**src/hdl/atr_pkg.sv**
```systemverilog
package atr_pkg;

	localparam int unsigned PRICE_W      = 32;
	localparam int unsigned PERIOD_W     = 10;
	localparam int unsigned SUM_W        = 42;
	localparam int unsigned AVG_W        = 48;
	localparam int unsigned FRAC_X       = 16;
	localparam int unsigned PROD_W       = AVG_W + PERIOD_W;
	localparam int unsigned NUM_W        = PROD_W + 1;
	localparam int unsigned CNT_W        = $clog2(NUM_W);
	localparam int unsigned DATA_W       = 32;
	localparam int unsigned ADDR_W       = 3;
	localparam int unsigned MAX_PERIOD   = 1023;

	localparam logic [PERIOD_W-1:0] PERIOD_RESET = PERIOD_W'(14);
	localparam logic [ADDR_W-1:0]   ADDR_PERIOD  = ADDR_W'(0);

	// Controller to datapath
	typedef struct packed {
		logic capture;
		logic range;
		logic update;
		logic load_sum;
		logic load_acc;
		logic div_step;
		logic out_load;
	} atr_cmd_t;

	// Datapath to controller
	typedef struct packed {
		logic warm;
		logic reach;
		logic out_free;
	} atr_sts_t;

endpackage

```
**src/hdl/atr_ctrl.sv**
```systemverilog
module atr_ctrl
	import atr_pkg::*;
(
	input  logic     clk,
	input  logic     arst_n,
	input  logic     in_valid,
	output logic     in_ready,
	input  atr_sts_t sts,
	output atr_cmd_t cmd
);

	typedef enum logic [5:0] {
		S_IDLE  = 6'b000001,
		S_RANGE = 6'b000010,
		S_UPD   = 6'b000100,
		S_ACC   = 6'b001000,
		S_DIV   = 6'b010000,
		S_DONE  = 6'b100000
	} atr_state_t;

	atr_state_t state_q, state_d;
	logic [CNT_W-1:0] cnt_q, cnt_d;
	logic div_last;

	assign div_last = (cnt_q == CNT_W'(NUM_W - 1));
	assign in_ready = (state_q == S_IDLE);

	always_comb begin
		state_d = state_q;
		cnt_d   = cnt_q;
		cmd     = '0;
		unique case (state_q)
			S_IDLE: begin
				if (in_valid) begin
					cmd.capture = 1'b1;
					state_d     = S_RANGE;
				end
			end
			S_RANGE: begin
				cmd.range = 1'b1;
				state_d   = S_UPD;
			end
			S_UPD: begin
				cmd.update = 1'b1;
				priority if (!sts.warm) begin
					state_d = S_ACC;
				end else if (sts.reach) begin
					cmd.load_sum = 1'b1;
					cnt_d        = '0;
					state_d      = S_DIV;
				end else begin
					state_d = S_DONE;
				end
			end
			S_ACC: begin
				cmd.load_acc = 1'b1;
				cnt_d        = '0;
				state_d      = S_DIV;
			end
			S_DIV: begin
				cmd.div_step = 1'b1;
				if (div_last) begin
					state_d = S_DONE;
				end else begin
					cnt_d = cnt_q + 1'b1;
				end
			end
			S_DONE: begin
				// hold until the output register can take the result
				if (sts.out_free) begin
					cmd.out_load = 1'b1;
					state_d      = S_IDLE;
				end
			end
			default: begin
				state_d = S_IDLE;
			end
		endcase
	end

	always_ff @(posedge clk or negedge arst_n) begin
		if (!arst_n) begin
			state_q <= S_IDLE;
			cnt_q   <= '0;
		end else begin
			state_q <= state_d;
			cnt_q   <= cnt_d;
		end
	end

endmodule

```
**src/hdl/atr_dp.sv**
```systemverilog
module atr_dp
	import atr_pkg::*;
(
	input  logic                clk,
	input  logic                arst_n,
	input  atr_cmd_t            cmd,
	output atr_sts_t            sts,
	input  logic [PERIOD_W-1:0] p_eff,
	input  logic [PRICE_W-1:0]  high,
	input  logic [PRICE_W-1:0]  low,
	input  logic [PRICE_W-1:0]  close,
	output logic                out_valid,
	input  logic                out_ready,
	output logic [PRICE_W-1:0]  true_range,
	output logic [PRICE_W-1:0]  average_range,
	output logic                average_valid
);

	// captured bar
	logic [PRICE_W-1:0] hi_q, lo_q, cl_q;

	// running state
	logic [PRICE_W-1:0]  prev_close_q;
	logic                have_prev_q;
	logic [PERIOD_W-1:0] bar_count_q;
	logic [SUM_W-1:0]    sum_q;
	logic [AVG_W-1:0]    avg_q;

	// per-bar work
	logic [PRICE_W-1:0]  tr_q;
	logic                res_valid_q;
	logic [PROD_W-1:0]   prod_q;
	logic [NUM_W-1:0]    num_q;
	logic [PERIOD_W-1:0] rem_q;

	// output register
	logic                out_valid_q;
	logic [PRICE_W-1:0]  tr_out_q;
	logic [PRICE_W-1:0]  avg_out_q;
	logic                avg_valid_q;

	// true range
	logic [PRICE_W:0]   hl_diff, hc_diff, lc_diff;
	logic [PRICE_W-1:0] hl, d1, d2, m1, tr_d;

	assign hl_diff = {1'b0, hi_q} - {1'b0, lo_q};
	assign hc_diff = {1'b0, hi_q} - {1'b0, prev_close_q};
	assign lc_diff = {1'b0, lo_q} - {1'b0, prev_close_q};

	always_comb begin
		hl   = hl_diff[PRICE_W] ? '0 : hl_diff[PRICE_W-1:0];
		d1   = hc_diff[PRICE_W] ? (prev_close_q - hi_q) : hc_diff[PRICE_W-1:0];
		d2   = lc_diff[PRICE_W] ? (prev_close_q - lo_q) : lc_diff[PRICE_W-1:0];
		m1   = (d1 > hl) ? d1 : hl;
		tr_d = have_prev_q ? ((d2 > m1) ? d2 : m1) : hl;
	end

	// warm-up bookkeeping
	logic [PERIOD_W-1:0] count_inc;
	logic [SUM_W-1:0]    sum_next;
	logic [PERIOD_W-1:0] pm1;
	logic [PROD_W-1:0]   prod_d;

	assign count_inc = bar_count_q + 1'b1;
	assign sum_next  = sum_q + SUM_W'(tr_q);
	assign pm1       = p_eff - 1'b1;
	assign prod_d    = avg_q * pm1;

	assign sts.warm     = (bar_count_q < p_eff);
	assign sts.reach    = (count_inc == p_eff);
	assign sts.out_free = !out_valid_q || out_ready;

	// restoring divider, one quotient bit per step
	logic [PERIOD_W:0]   trial, trial_sub;
	logic                q_bit;

	assign trial     = {rem_q, num_q[NUM_W-1]};
	assign trial_sub = trial - {1'b0, p_eff};
	assign q_bit     = (trial >= {1'b0, p_eff});

	always_ff @(posedge clk or negedge arst_n) begin
		if (!arst_n) begin
			prev_close_q <= '0;
			have_prev_q  <= 1'b0;
			bar_count_q  <= '0;
			sum_q        <= '0;
			avg_q        <= '0;
			out_valid_q  <= 1'b0;
		end else begin
			if (cmd.range) begin
				prev_close_q <= cl_q;
				have_prev_q  <= 1'b1;
			end
			if (cmd.update) begin
				if (sts.warm) begin
					bar_count_q <= count_inc;
					sum_q       <= sum_next;
				end else begin
					bar_count_q <= p_eff;
				end
			end
			if (cmd.out_load && res_valid_q) begin
				avg_q <= num_q[AVG_W-1:0];
			end
			if (cmd.out_load) begin
				out_valid_q <= 1'b1;
			end else if (out_ready) begin
				out_valid_q <= 1'b0;
			end
		end
	end

	always_ff @(posedge clk) begin
		if (cmd.capture) begin
			hi_q <= high;
			lo_q <= low;
			cl_q <= close;
		end
		if (cmd.range) begin
			tr_q <= tr_d;
		end
		if (cmd.update) begin
			res_valid_q <= !sts.warm || sts.reach;
			prod_q      <= prod_d;
		end
		priority if (cmd.load_sum) begin
			num_q <= NUM_W'({sum_next, FRAC_X'(0)});
			rem_q <= '0;
		end else if (cmd.load_acc) begin
			num_q <= NUM_W'(prod_q) + NUM_W'({tr_q, FRAC_X'(0)});
			rem_q <= '0;
		end else if (cmd.div_step) begin
			num_q <= {num_q[NUM_W-2:0], q_bit};
			rem_q <= q_bit ? trial_sub[PERIOD_W-1:0] : trial[PERIOD_W-1:0];
		end
		if (cmd.out_load) begin
			tr_out_q    <= tr_q;
			avg_valid_q <= res_valid_q;
			avg_out_q   <= res_valid_q ? num_q[AVG_W-1:FRAC_X] : '0;
		end
	end

	assign out_valid     = out_valid_q;
	assign true_range    = tr_out_q;
	assign average_range = avg_out_q;
	assign average_valid = avg_valid_q;

endmodule

```
**src/hdl/average_true_range_unit.sv**
```systemverilog
// Channel  Handshake              Payload
// -------  ---------------------  ------------------------------------------
// config   psel/penable/pready    paddr, pwrite, pwdata, prdata (period)
// in       in_valid/in_ready      high, low, close (Q16.16)
// out      out_valid/out_ready    true_range, average_range, average_valid
//
// One bar at a time. A smoothed bar and the bar that completes warm-up both
// pass through the 59-step restoring divider; a warm-up bar that yields no
// average skips it. in_ready is high only when the sequencer is idle. Reset
// clears the running state and period to 14. A result waits in the output
// register; the next bar is taken meanwhile and its result holds until
// out_ready frees the register.
module average_true_range_unit
	import atr_pkg::*;
(
	input  logic                clk,
	input  logic                arst_n,
	input  logic                psel,
	input  logic                penable,
	input  logic                pwrite,
	input  logic [ADDR_W-1:0]   paddr,
	input  logic [DATA_W-1:0]   pwdata,
	output logic [DATA_W-1:0]   prdata,
	output logic                pready,
	input  logic                in_valid,
	output logic                in_ready,
	input  logic [PRICE_W-1:0]  high,
	input  logic [PRICE_W-1:0]  low,
	input  logic [PRICE_W-1:0]  close,
	output logic                out_valid,
	input  logic                out_ready,
	output logic [PRICE_W-1:0]  true_range,
	output logic [PRICE_W-1:0]  average_range,
	output logic                average_valid
);

	logic [PERIOD_W-1:0] period_q;
	logic [PERIOD_W-1:0] p_eff;
	logic                cfg_wr;
	atr_cmd_t            cmd;
	atr_sts_t            sts;

	assign pready = 1'b1;
	assign cfg_wr = psel && penable && pwrite && pready && (paddr == ADDR_PERIOD);
	assign prdata = (paddr == ADDR_PERIOD) ? DATA_W'(period_q) : '0;

	always_ff @(posedge clk or negedge arst_n) begin
		if (!arst_n) begin
			period_q <= PERIOD_RESET;
		end else if (cfg_wr) begin
			period_q <= pwdata[PERIOD_W-1:0];
		end
	end

	// zero acts as one, clamp to the supported maximum
	always_comb begin
		priority if (period_q == '0) begin
			p_eff = PERIOD_W'(1);
		end else if (32'(period_q) > MAX_PERIOD) begin
			p_eff = PERIOD_W'(MAX_PERIOD);
		end else begin
			p_eff = period_q;
		end
	end

	atr_ctrl u_ctrl (
		.clk      (clk),
		.arst_n   (arst_n),
		.in_valid (in_valid),
		.in_ready (in_ready),
		.sts      (sts),
		.cmd      (cmd)
	);

	atr_dp u_dp (
		.clk           (clk),
		.arst_n        (arst_n),
		.cmd           (cmd),
		.sts           (sts),
		.p_eff         (p_eff),
		.high          (high),
		.low           (low),
		.close         (close),
		.out_valid     (out_valid),
		.out_ready     (out_ready),
		.true_range    (true_range),
		.average_range (average_range),
		.average_valid (average_valid)
	);

	a_busy_after_take: assert property (@(posedge clk) disable iff (!arst_n)
		in_valid && in_ready |=> !in_ready)
		else $error("in_ready still high after an input transfer");

	a_na_is_zero: assert property (@(posedge clk) disable iff (!arst_n)
		out_valid && !average_valid |-> average_range == '0)
		else $error("average_range nonzero while average not valid");

	a_load_needs_room: assert property (@(posedge clk) disable iff (!arst_n)
		cmd.out_load |-> sts.out_free)
		else $error("result loaded over an untaken output");

	a_one_cmd_load: assert property (@(posedge clk) disable iff (!arst_n)
		$onehot0({cmd.load_sum, cmd.load_acc, cmd.div_step}))
		else $error("conflicting divider commands");

endmodule
```
**config.mk**
```make
export PLATFORM = sky130hd
export DESIGN_NAME = average_true_range_unit
export DESIGN_NICKNAME = d
export VERILOG_FILES = /design/src/hdl/atr_pkg.sv /design/src/hdl/atr_ctrl.sv /design/src/hdl/atr_dp.sv /design/src/hdl/average_true_range_unit.sv
export SDC_FILE = /design/constraint.sdc
export NUM_CORES = 2
export LEC_CHECK = 0
export BUFFER_PORTS_ARGS = -buffer_cell sky130_fd_sc_hd__buf_2
export CAP_MARGIN = 30
export CORE_UTILIZATION = 35
export CTS_CLUSTER_DIAMETER = 50
export DETAILED_ROUTE_END_ITERATION = 8
export PLACE_DENSITY_LB_ADDON = 0.12
export SKIP_LAST_GASP = 1
export SYNTH_ARGS = -nofsm -noshare
export SYNTH_HDL_FRONTEND = slang
export SYNTH_HIERARCHICAL = 1
export SYNTH_SLANG_ARGS = --single-unit
```
**constraint.sdc**
```tcl
create_clock -name clk -period 8.3 [get_ports clk]
set_input_delay 0.415 -clock clk [delete_from_list [all_inputs] [get_ports clk]]
set_output_delay 0.415 -clock clk [all_outputs]
set_load 0.005 [all_outputs]
```
=== After elaboration in Yosys (flattened, before gate mapping) ===
Cells that the tools add are included.

* Logic and storage cells: 104
* Bits in registers: 477
* Output and inout bits: 100

* Reductions and logical operators: 18
* Mux-type cells: 35
* Equality and inequality tests: 14
* Add/subtract/negate cells: 11
* $lt $le $gt $ge: 4
* Multiply operators: 1

{| class="wikitable"
|+ Operator list
! operator !! count
|-
| 2-to-1 mux 32 bit || 6
|-
| 2-to-1 mux 59 bit || 2
|-
| subtractor 32 x 32 -> 33 bit || 3
|-
| greater-than comparator 32 bit || 2
|-
| subtractor 32 bit || 2
|-
| adder 58 x 48 -> 59 bit || 1
|-
| multiplier 48 x 10 -> 58 bit || 1
|-
| 2-to-1 mux 58 bit || 1
|-
| 2-to-1 mux 6 bit || 8
|-
| adder 42 x 32 -> 42 bit || 1
|-
| 2-to-1 mux 10 bit || 4
|-
| one-hot mux 6 bit (6 select lines) || 1
|-
| one-hot mux 6 bit (3 select lines) || 1
|-
| == test 6 bit (second input constant) || 2
|-
| greater-or-equal comparator 11 x 10 -> 1 bit || 1
|-
| 2-to-1 mux 1 bit || 11
|-
| adder 10 x 1 -> 10 bit (second input constant) || 1
|-
| == test 10 bit || 1
|-
| logical NOT 10 bit || 1
|-
| < comparator 10 bit || 1
|-
| subtractor 10 x 1 -> 10 bit (second input constant) || 1
|-
| subtractor 10 bit || 1
|-
| adder 6 x 1 -> 6 bit (second input constant) || 1
|-
| == test 6 x 1 -> 1 bit (second input constant) || 1
|-
| other kinds (17) || 28
|}

=== Depth between registers and ports, before layout ===
* Word-level depth: 7
* Mapped depth: 40
* Gate-level depth less buffers: 36

=== Modules after synthesis ===
Netlist, hierarchy kept.

{| class="wikitable"
|+ By module, submodules not included
! module !! area an instance (um^2) !! sequential area each (um^2) !! instances !! cells each
|-
| atr_dp || 46215.6 || 12722.2 || 1 || 4994
|-
| average_true_range_unit || 749.5 || 254.0 || 1 || 72
|-
| atr_ctrl || 715.7 || 301.5 || 1 || 76
|}

=== Least setup slack after synthesis ===
No wires, ideal clock.

* Path kind: reg-to-reg
* Start: reg u_dp.hi_q[17]
* End: reg u_dp.tr_q[30], data pin
* Period minus slack after synthesis: 7820 ps
* Cell stages (with the launch flop): 37
* Data required time: 8039 ps
* Buffers on the path: 7
* Setup slack: 480 ps
* Data arrival time: 7559 ps
* Library setup time: 261 ps
* Cell sequence: edfxtp_1 -> inv_1 -> ha_1 -> clkbuf_1 -> a21oi_1 -> o21ai_0 -> or3_1 -> a21oi_1 -> a21oi_1 -> a21o_1 -> clkbuf_1 -> buf_2 -> o31ai_1 -> xor2_1 -> inv_1 -> ha_1 -> nand4_1 -> nor4_1 -> nand2_1 -> nor4b_1 -> a21o_1 -> a31oi_1 -> clkbuf_1 -> buf_1 -> mux2i_1 -> ha_1 -> o21ai_0 -> a21oi_1 -> nor2_1 -> a2111oi_0 -> o21ai_0 -> a22oi_1 -> nor2b_1 -> and2_1 -> clkbuf_1 -> clkbuf_1 -> a221o_1

* Longest elaborated chain between the ends: 7

{| class="wikitable"
|+ RTL lines
! what !! RTL line !! RTL
|-
| start, declared || atr_dp.sv:20 || <nowiki>logic [PRICE_W-1:0] hi_q, lo_q, cl_q;</nowiki>
|-
| start signal, assigned || atr_dp.sv:115 || <nowiki>hi_q <= high;</nowiki>
|-
| subtractor 32 x 32 -> 33 bit (tied with other cells) || atr_dp.sv:47 || <nowiki>assign hc_diff = {1'b0, hi_q} - {1'b0, prev_close_q};</nowiki>
|-
| 2-to-1 mux 32 bit (on tied branches) || atr_dp.sv:52, atr_dp.sv:51 ||
|-
| greater-than comparator 32 bit || atr_dp.sv:54 || <nowiki>m1 = (d1 > hl) ? d1 : hl;</nowiki>
|-
| 2-to-1 mux 32 bit || atr_dp.sv:54 ||
|-
| greater-than comparator 32 bit || atr_dp.sv:55 || <nowiki>tr_d = have_prev_q ? ((d2 > m1) ? d2 : m1) : hl;</nowiki>
|-
| 2-to-1 mux 32 bit || atr_dp.sv:55 ||
|-
| 2-to-1 mux 32 bit * || atr_dp.sv:55 ||
|-
| net u_dp.tr_d[30] || atr_dp.sv:44 || <nowiki>logic [PRICE_W-1:0] hl, d1, d2, m1, tr_d;</nowiki>
|-
| end signal, assigned || atr_dp.sv:120 || <nowiki>tr_q <= tr_d;</nowiki>
|-
| end, declared || atr_dp.sv:30 || <nowiki>logic [PRICE_W-1:0] tr_q;</nowiki>
|}

Mark *: on every way through the listed nets, which the timed path passes. The rest lies on a longest branch.
A chain may end at the register's enable or synchronous reset.

=== Final worst setup path ===
* Start: reg u_dp.hi_q[0]
* End: reg u_dp.tr_q[30], data pin

The elaborated chain is that of the path after synthesis.

==> impl_metrics.csv <==
group,metric,value,unit
cells_and_area,multi_input_area,31200,um2
routing,dr_wl_met2,63700,um
worst_setup_path,worstPathBufferInverterCount,13,
worst_hold_path,whs_path_depth,3,
global_route,antenna_found_initial,4,
place,place_hpwl,110000,um
routing,via_count,37400,
cells_and_area,diodes,0,
floorplanning,rows,135,
global_route,grt_pass1_vias,38900,
sta,finalHoldViolations,0,
cells_and_area,syn_to_final_growth,17.4,%
synth,synthXorXnorAreaFrac,4.50,%
cts,cts_num_sinks,477,
worst_setup_path,crit_type,"flip-flop to flip-flop",
routing,wire_per_inst,18.8,um
floorplanning,die_x,371,um
sta,rsz0062_at_grt,"false",
global_route,grt_overflow,0,
synth,yosys.area_share.simple,15.3,%
cells_and_area,fillers,13500,
flow_run,cap_violations,0,
synth,synth-seq-area-share,27.8,%
sta,tns,0,ns
floorplanning,io-pin-count,238,
sta,drv_slew,0,
worst_setup_path,critical_path.most_common_cell,"buf_4",
cts,path_clk_slew,0.05,ns
cts,clk_path_buf_depth,3,
global_route,grt_pass1_wl,221000,um
routing,first_pass_iters,8,
synth,synth-seq-cells,477,
routing,first_iter_violations,2211,
synth,async_reset_ff_share,32.7,%
sta,fmax,0.126,GHz
floorplanning,dieArea,138000,um2
cells_and_area,layout-drive-gt1-share,13.6,%
sta,fin_worst_skew,0.0290,ns
floorplanning,start_util,35.2,%
sta,setup_violations,0,
worst_setup_path,cp_slowest_cell,"nor4_1",
worst_setup_path,cpPeakStageDelay,0.55,ns
worst_setup_path,endpoint_kind,"flip-flop",
routing,detail-route-antenna-nets,0,
worst_setup_path,path_max_fanout,14,
status,status,"finished with violations",
worst_hold_path,hold_path.class,"input pin to flip-flop",
synth,syn_inst,5142,
cts,cts_tree,"built",
synth,yosys.cell_types.count,108,
synth,synth-edff-count,294,
routing,drc,2,
cells_and_area,finalCoreUtilization,41.4,%
cts,htreeDepth,3,
synth,synth_area,47700,um2
worst_setup_path,cp_num_cells,38,
synth,synthMuxAreaShare,3.37,%
synth,synth-compound-area-share,15.2,%
worst_setup_path,critPathArrivalTime,8.35,ns
cells_and_area,register_area,13300,um2
synth,avgSynthCellArea,9.27,um2
floorplanning,fp.dieH,371,um
synth,synth_ff_type,"edfxtp_1",
routing,highest_layer,"met4",
global_route,grt.total_usage,20.4,%
floorplanning,coreArea,135000,um2
routing,wl_met3,4550,um
worst_setup_path,cp.required,8.69,ns
synth,synth_top_family_by_area,"adder cells",
sta,worst_pin_slew,0.956,ns
cts,numCtsBuffers,76,
worst_setup_path,r2r_cells,38,
place,io_buffers,192,
routing,met1Wirelength,66500,um
worst_setup_path,crit_family,"compound AO/OA/AOI/OAI gates",
synth,yosys_warnings,6,
routing,via_per_inst,5.07,
place,place.gp.congestion,0.901,
synth,synth-adder-area-share,26.3,%
cts,clkLatencyLatePin,0.66,ns
sta,finalCritPeriodShare,95.8,%
routing,wirelength,139000,um
cts,root_buffer,"clkbuf_16",
status,violations,"DRC",
cells_and_area,fin_nets,6438,
global_route,grt_max_degree,97,
sta,slew_headroom,36.1,%
worst_setup_path,cp-start-kind,"flip-flop",
sta,period_minus_slack,7.95,ns
through the flow:
| step | hold slack (ns) | instances | area (um2) | setup WS (ns) |
|---|---|---|---|---|
| detailed placement | 0.443 | 7108 | 51900 | -0.198 |
| finish | 0.0997 | 7367 | 56000 | 0.348 |
| global placement | 0.438 | 7105 | 51800 | -0.112 |
| CTS | 0.0449 | 7357 | 55700 | 0.0245 |
| floorplan | 0.119 | 5163 | 47800 | 0.480 |
| global route | 0.0896 | 7367 | 56000 | 0.00761 |
worst min-delay path, delay by kind of cell:
family	cells	cell delay, ns
buffers and inverters	1	0.07
and+or+nand+nor	2	0.22
state kept, by name (all words and copies together) (netlist names), 6 cells and up:
register	count
u_dp/num_q	59
u_dp/prod_q	58
u_dp/avg_q	48
u_dp/sum_q	42
u_dp/average_range	32
u_dp/cl_q	32
u_dp/hi_q	32
u_dp/lo_q	32
u_dp/prev_close_q	32
u_dp/tr_q	32
u_dp/true_range	32
period_q	10
u_dp/bar_count_q	10
u_dp/rem_q	10
u_ctrl/cnt_q	6
u_ctrl/state_q	6
cells in the final DEF, fill, tap and decap left out, types with 81 or more instances in the layout:
cell / n
buf_2: 192
a21oi_1: 345
nor2b_1: 224
nor2_1: 227
ha_1: 403
inv_1: 576
xnor2_1: 138
fa_1: 374
edfxtp_1: 294
and2_1: 119
xor2_1: 99
dlygate4sd3_1: 108
o21ai_0: 226
dfrtp_1: 152
clkbuf_16: 81
buf_4: 256
nand2b_1: 84
a21o_1: 150
nand2_1: 526
repair_timing:
action,in CTS,in global routing
gates cloned,0,2
setup buffers,0,8
setup endpoints to repair,10,44
hold buffers,108,0
pin swaps,0,10
endpoints found under the hold margin,198,0
resized for setup,3,32
final cells by class:
cell class              instances  share of cell area [%]
multi-input cells            3813                    55.8
well taps                    1781                    3.98
repair buffers                577                    7.80
inverters                     578                    3.88
flip-flops and latches        477                    23.7
clock inverters                51                    1.13
clock buffers                  90                    3.73
kinds of logic after synthesis:
family                     Yosys count
DFF                                477
and+or+nand+nor                   1479
buffers and inverters              873
other                                2
xor gates and xnor gates           245
muxes                              148
adders and majority gates          777
AOI/OAI and AO/OA                 1141
worst paths after layout:
check	start	end	slack, ns
max	u_dp/hi_q[0]$_DFFE_PP_	u_dp/tr_q[30]$_DFFE_PP_	0.35
min	out_ready	u_dp/out_valid$_DFFE_PN0P_	0.1
max reg2reg	u_dp/hi_q[0]$_DFFE_PP_	u_dp/tr_q[30]$_DFFE_PP_	0.35
min reg2reg	u_dp/cl_q[13]$_DFFE_PP_	u_dp/prev_close_q[13]$_DFFE_PN0P_	0.45
max in group asynchronous	arst_n	u_dp/avg_q[17]$_DFFE_PN0P_	6.70
min in group asynchronous	arst_n	u_ctrl/state_q[1]$_DFFE_PN0P_	0.28
cells in the mapped netlist, drive strengths merged (10+ instances only):
cell	n	share of area [%]
a22oi	19	0.30
and2	123	1.6
a21oi	348	3.7
edfxtp	294	19
nand2b	84	1.1
and4	10	0.19
inv	577	4.5
a221oi	12	0.25
o21a	43	0.68
xnor2	145	2.7
xor2	100	1.8
fa	374	16
o31ai	13	0.20
dfxtp	27	1.1
nand3	69	0.72
a31oi	44	0.58
nor4	10	0.13
mux2i	77	1.6
o22ai	16	0.21
a211oi	56	0.92
o21ai	252	2.7
nand4	70	0.93
clkbuf	239	2.1
o221ai	10	0.18
a21o	155	2.5
nor3	49	0.52
ha	403	11
a221o	12	0.25
a2111oi	10	0.18
o211ai	23	0.37
o21bai	37	0.58
mux2	71	1.8
dfrtp	152	8.0
nand2	529	4.2
nor2	231	1.8
a21boi	11	0.17
nor2b	226	3.0
buf	56	0.83
and3	37	0.49
per-layer routing:
metal / track usage (%) / vias up
met3: 2.11 / 211
met5: 0 / -
met4: 6.48 / 0
met1: 28.3 / 18200
met2: 33.4 / 698
li1: - / 18200
Power is not shown: default switching activity piles up to over one toggle a cycle in this logic, so the estimate is an artifact.
